### src/hdl/srr_pkg.sv
// Shared constants for the sequence-numbered replay ring.
// Field widths, command codes and parameter defaults; no dependencies.
`timescale 1ns / 1ps
`default_nettype none

package srr_pkg;

  localparam int CMD_W     = 2;
  localparam int SEQ_W     = 48;
  localparam int LEN_W     = 8;
  localparam int PAYLOAD_W = 64;
  localparam int CNT_OUT_W = 11;

  localparam int DEPTH_DEF        = 1024;
  localparam int PAYLOAD_BITS_DEF = 64;

  // Counter saturates here; a put is refused once next sequence reaches it.
  localparam logic [SEQ_W-1:0] SEQ_MAX = {SEQ_W{1'b1}};

  localparam logic [CMD_W-1:0] CMD_PUT    = 2'd0;
  localparam logic [CMD_W-1:0] CMD_GET    = 2'd1;
  localparam logic [CMD_W-1:0] CMD_TRUNC  = 2'd2;
  localparam logic [CMD_W-1:0] CMD_STATUS = 2'd3;

endpackage

`default_nettype wire

### src/hdl/srr_locate.sv
// Window check and slot lookup for a get: slot is found relative to the put slot.
// Uses srr_pkg for field widths.
`timescale 1ns / 1ps
`default_nettype none

module srr_locate #(
  parameter int DEPTH = 1024
) (
  input  wire logic [srr_pkg::SEQ_W-1:0]  next_seq,
  input  wire logic [$clog2(DEPTH)-1:0]   put_slot,
  input  wire logic [srr_pkg::SEQ_W-1:0]  seq,
  output logic                            in_window,
  output logic      [$clog2(DEPTH)-1:0]   slot
);
  import srr_pkg::*;

  localparam int AW = $clog2(DEPTH);
  localparam int CW = $clog2(DEPTH + 1);
  localparam logic [CW-1:0]    DEPTH_C = CW'(DEPTH);
  localparam logic [SEQ_W-1:0] DEPTH_S = SEQ_W'(DEPTH);

  logic [SEQ_W-1:0] gap;
  logic [CW-1:0]    gap_l;
  logic [CW-1:0]    ps;
  logic [CW-1:0]    diff;

  // gap in 1..DEPTH when the sequence is inside the window
  assign gap       = next_seq - seq;
  assign in_window = (seq != '0) && (seq < next_seq) && (gap <= DEPTH_S);
  assign gap_l     = gap[CW-1:0];
  assign ps        = CW'(put_slot);

  always_comb begin
    if (ps >= gap_l) begin
      diff = ps - gap_l;
    end else begin
      diff = ps + (DEPTH_C - gap_l);
    end
  end

  assign slot = diff[AW-1:0];

endmodule

`default_nettype wire

### config.mk
export PLATFORM = sky130hd
export DESIGN_NAME = srr_locate
export DESIGN_NICKNAME = d
export VERILOG_FILES = /design/src/hdl/srr_pkg.sv /design/src/hdl/srr_locate.sv
export SDC_FILE = /design/constraint.sdc
export NUM_CORES = 1
export LEC_CHECK = 0
export ABC_CLOCK_PERIOD_IN_PS = 6900
export BUFFER_PORTS_ARGS = -buffer_cell sky130_fd_sc_hd__buf_4
export CAP_MARGIN = 20
export CORE_MARGIN = 1
export CORE_UTILIZATION = 55
export DETAILED_ROUTE_END_ITERATION = 10
export GPL_ROUTABILITY_DRIVEN = 0
export GPL_TIMING_DRIVEN = 0
export PLACE_DENSITY = 0.81
export SLEW_MARGIN = 40
export SYNTH_ARGS = -nofsm -noshare
export SYNTH_HDL_FRONTEND = slang
export SYNTH_SLANG_ARGS = --single-unit
### constraint.sdc
create_clock -name vclk -period 6.9
set_clock_uncertainty 0.1 [all_clocks]
set_input_delay 1.38 -clock vclk [all_inputs]
set_output_delay 1.38 -clock vclk [all_outputs]
set_load 0.005 [all_outputs]
==> impl_metrics.tcl <==
set metrics [dict create \
    hpwlAfterDp_um 11700 \
    synth_top_family_by_area "compound AO/OA/AOI/OAI gates" \
    layout_setup_ws_ns 0.555 \
    firstDrtPassIters 5 \
    hold_path_class "in2out" \
    dieArea_sq_um 7690 \
    path_common_cell "buf_4" \
    slew_violations 0 \
    setup_tns_ns 0 \
    num-fill-cells 612 \
    core_sq_um 6940 \
    start_kind "input port" \
    fin_crit_ns 6.35 \
    worst_pin_slew_ns 0.723 \
    drt_iter0_drc 412 \
    pre_cts_slack_ns 0.733 \
    fmax_ghz 0.158 \
    layout.area.seq_sq_um 0 \
    seq_cell_count 0 \
    die_x_um 87.7 \
    post_drt_wl_per_cell_um 16.5 \
    synth_nets 780 \
    yosys_warnings 0 \
    layout.nets 899 \
    synth_common_cells "inv_1, a21oi_1, nand2_1, ha_1, nor2_1" \
    port_buffers 117 \
    crit_type "in2out" \
    dr_total_vias 5202 \
    wirelength_um 13700 \
    cp_data_required_time_ns 5.42 \
    syn-cell-area_sq_um 4040 \
    status "finished clean" \
    crit_fanout 6 \
    syn_inst 615 \
    synth_area_leaders "ha_1, a21oi_1, inv_1" \
    drc 0 \
    routed_via_density 6.28 \
    synth-compound-area-share_pct 35.9 \
    postCtsHoldBufs 0 \
    final_cells 828 \
    postCtsSetupBuffers 0 \
    overflow 0 \
    antenna_cells 0 \
    grt_pass1_vias 4728 \
    multi_input_area_sq_um 3660 \
    synth_cell_types 81 \
    hold_viol_final 0 \
    critPathArrivalTime_ns 4.87 \
    path_cells "buf_4, inv_1, ha_1, fa_1, nand2b_1, a211oi_2, o211a_1, nor3_1, o21ai_0, a31oi_1, xnor2_1, a2111oi_4, nand4_1, nor4b_2, buf_4" \
    synth.most_common_cell "inv_1" \
    synthAdderAreaFrac_pct 18.6 \
    fin_crit_sh_pct 92.0 \
    vdd_drop_max_v 0.0000547 \
    end_kind "output pin" \
    grt_util_all_layers_pct 34.9 \
    maxSlewHeadroom_pct 51.4 \
    fp.dieH_um 87.7 \
    cpPeakStageDelay_ns 0.45 \
    start_util_pct 58.2 \
    layout-drive-gt1-share_pct 21.9 \
    row_count 30 \
    io_pins 117 \
    fin_hold_ws_ns 3.02 \
    power_per_cell_area_nw_per_um2 104 \
    synth-xor-area-share_pct 6.29 \
    ys_seq_area_share_pct 0 \
    antenna_found_initial 0 \
    power_leakage_nw 2.44 \
    clkbuf_count 0 \
    ant_nets 0 \
    ctsResizeCount 0 \
    grt_max_degree 11 \
    syn_area_per_cell_sq_um 6.57 \
    synthMuxAreaShare_pct 2.01 \
    setup_viol 0 \
    yosys.area_share.simple_pct 27.8 \
    rsz0062_at_grt "no" \
    synth_top_area_share_pct 17.7 \
    cpMaxStageDelayCell "o21ai_0" \
    grt_pass1_wl_um 21800 \
    yosys.area.top_type "ha_1" \
    dp_cells 828 \
    area_growth_pct 24.7 \
    maxCapViolCount 0 \
]
==> path summary, 6_finish.rpt <==
check                    from        end  slack [ns]  cells past startpoint
setup / recovery  next_seq[0]  in_window        0.55                     15
hold / removal    put_slot[1]    slot[1]        3.02                      3
==> metrics by stage <==
step | instance area [sq um] | power (mW) | utilization [%]
6_report | 5040 | 0.526 | 72.5
5_1_grt | 5040 | 0.575 | 72.5
4_1_cts | 5040 | 0.515 | 72.5
3_5_place_dp | 5040 | 0.512 | 72.5
3_3_place_gp | 5040 | 0.501 | 72.5
2_1_floorplan | 4040 | 0.342 | -
==> worst max-delay path, delay by kind of cell <==
kind	cells	cell delay, ns
xor gates and xnor gates	1	0.21
and+or+nand+nor	4	0.80
AOI/OAI and AO/OA	5	1.60
buffers and inverters	3	0.26
adders and majority gates	2	0.62
==> power by group <==
group	switching, mW	internal [mW]	leakage, nW
logic	0.287	0.238	2.44
registers	0	0	0
clock network	0	0	0
==> cells by family after synthesis <==
logic type               after synthesis
AND/OR/NAND/NOR                      217
XOR/XNOR                              29
buffers and inverters                 90
adder cells (fa/ha/maj)               59
multiplexers                           8
AO/OA/AOI/OAI                        212
==> metal layers <==
layer | vias up | global-route usage, % | wire, um
li1 | 2523 | - | -
met1 | 2343 | 45.2 | 5740
met2 | 301 | 62.6 | 6330
met3 | 35 | 3.02 | 1270
met4 | 0 | 7.75 | 344
met5 | - | 0 | 0
==> cell type report <==
cell class | instances | area share [%]
well taps | 96 | 2.38
multi-input cells | 525 | 72.7
plain buffers | 22 | 2.46
inverters | 68 | 5.07
repair buffers | 117 | 17.4
==> placed cells by master (no fill, tap or decap), types with 6 or more instances in the layout <==
cell      instances
xnor2_1          20
nand2b_1          6
o21bai_1          7
o21ai_0          37
buf_2             8
nor3_1           17
nor4_1           16
mux2i_1           7
a21o_1           18
nand2_1          60
a21oi_1          64
clkbuf_1          8
o21a_1           12
a31oi_1           6
nor2_1           45
inv_1            68
buf_4           119
xor2_1            9
nand4_1          24
ha_1             57
or3_1             6
nand3_1          10
Power figures use the tool's default switching activity.
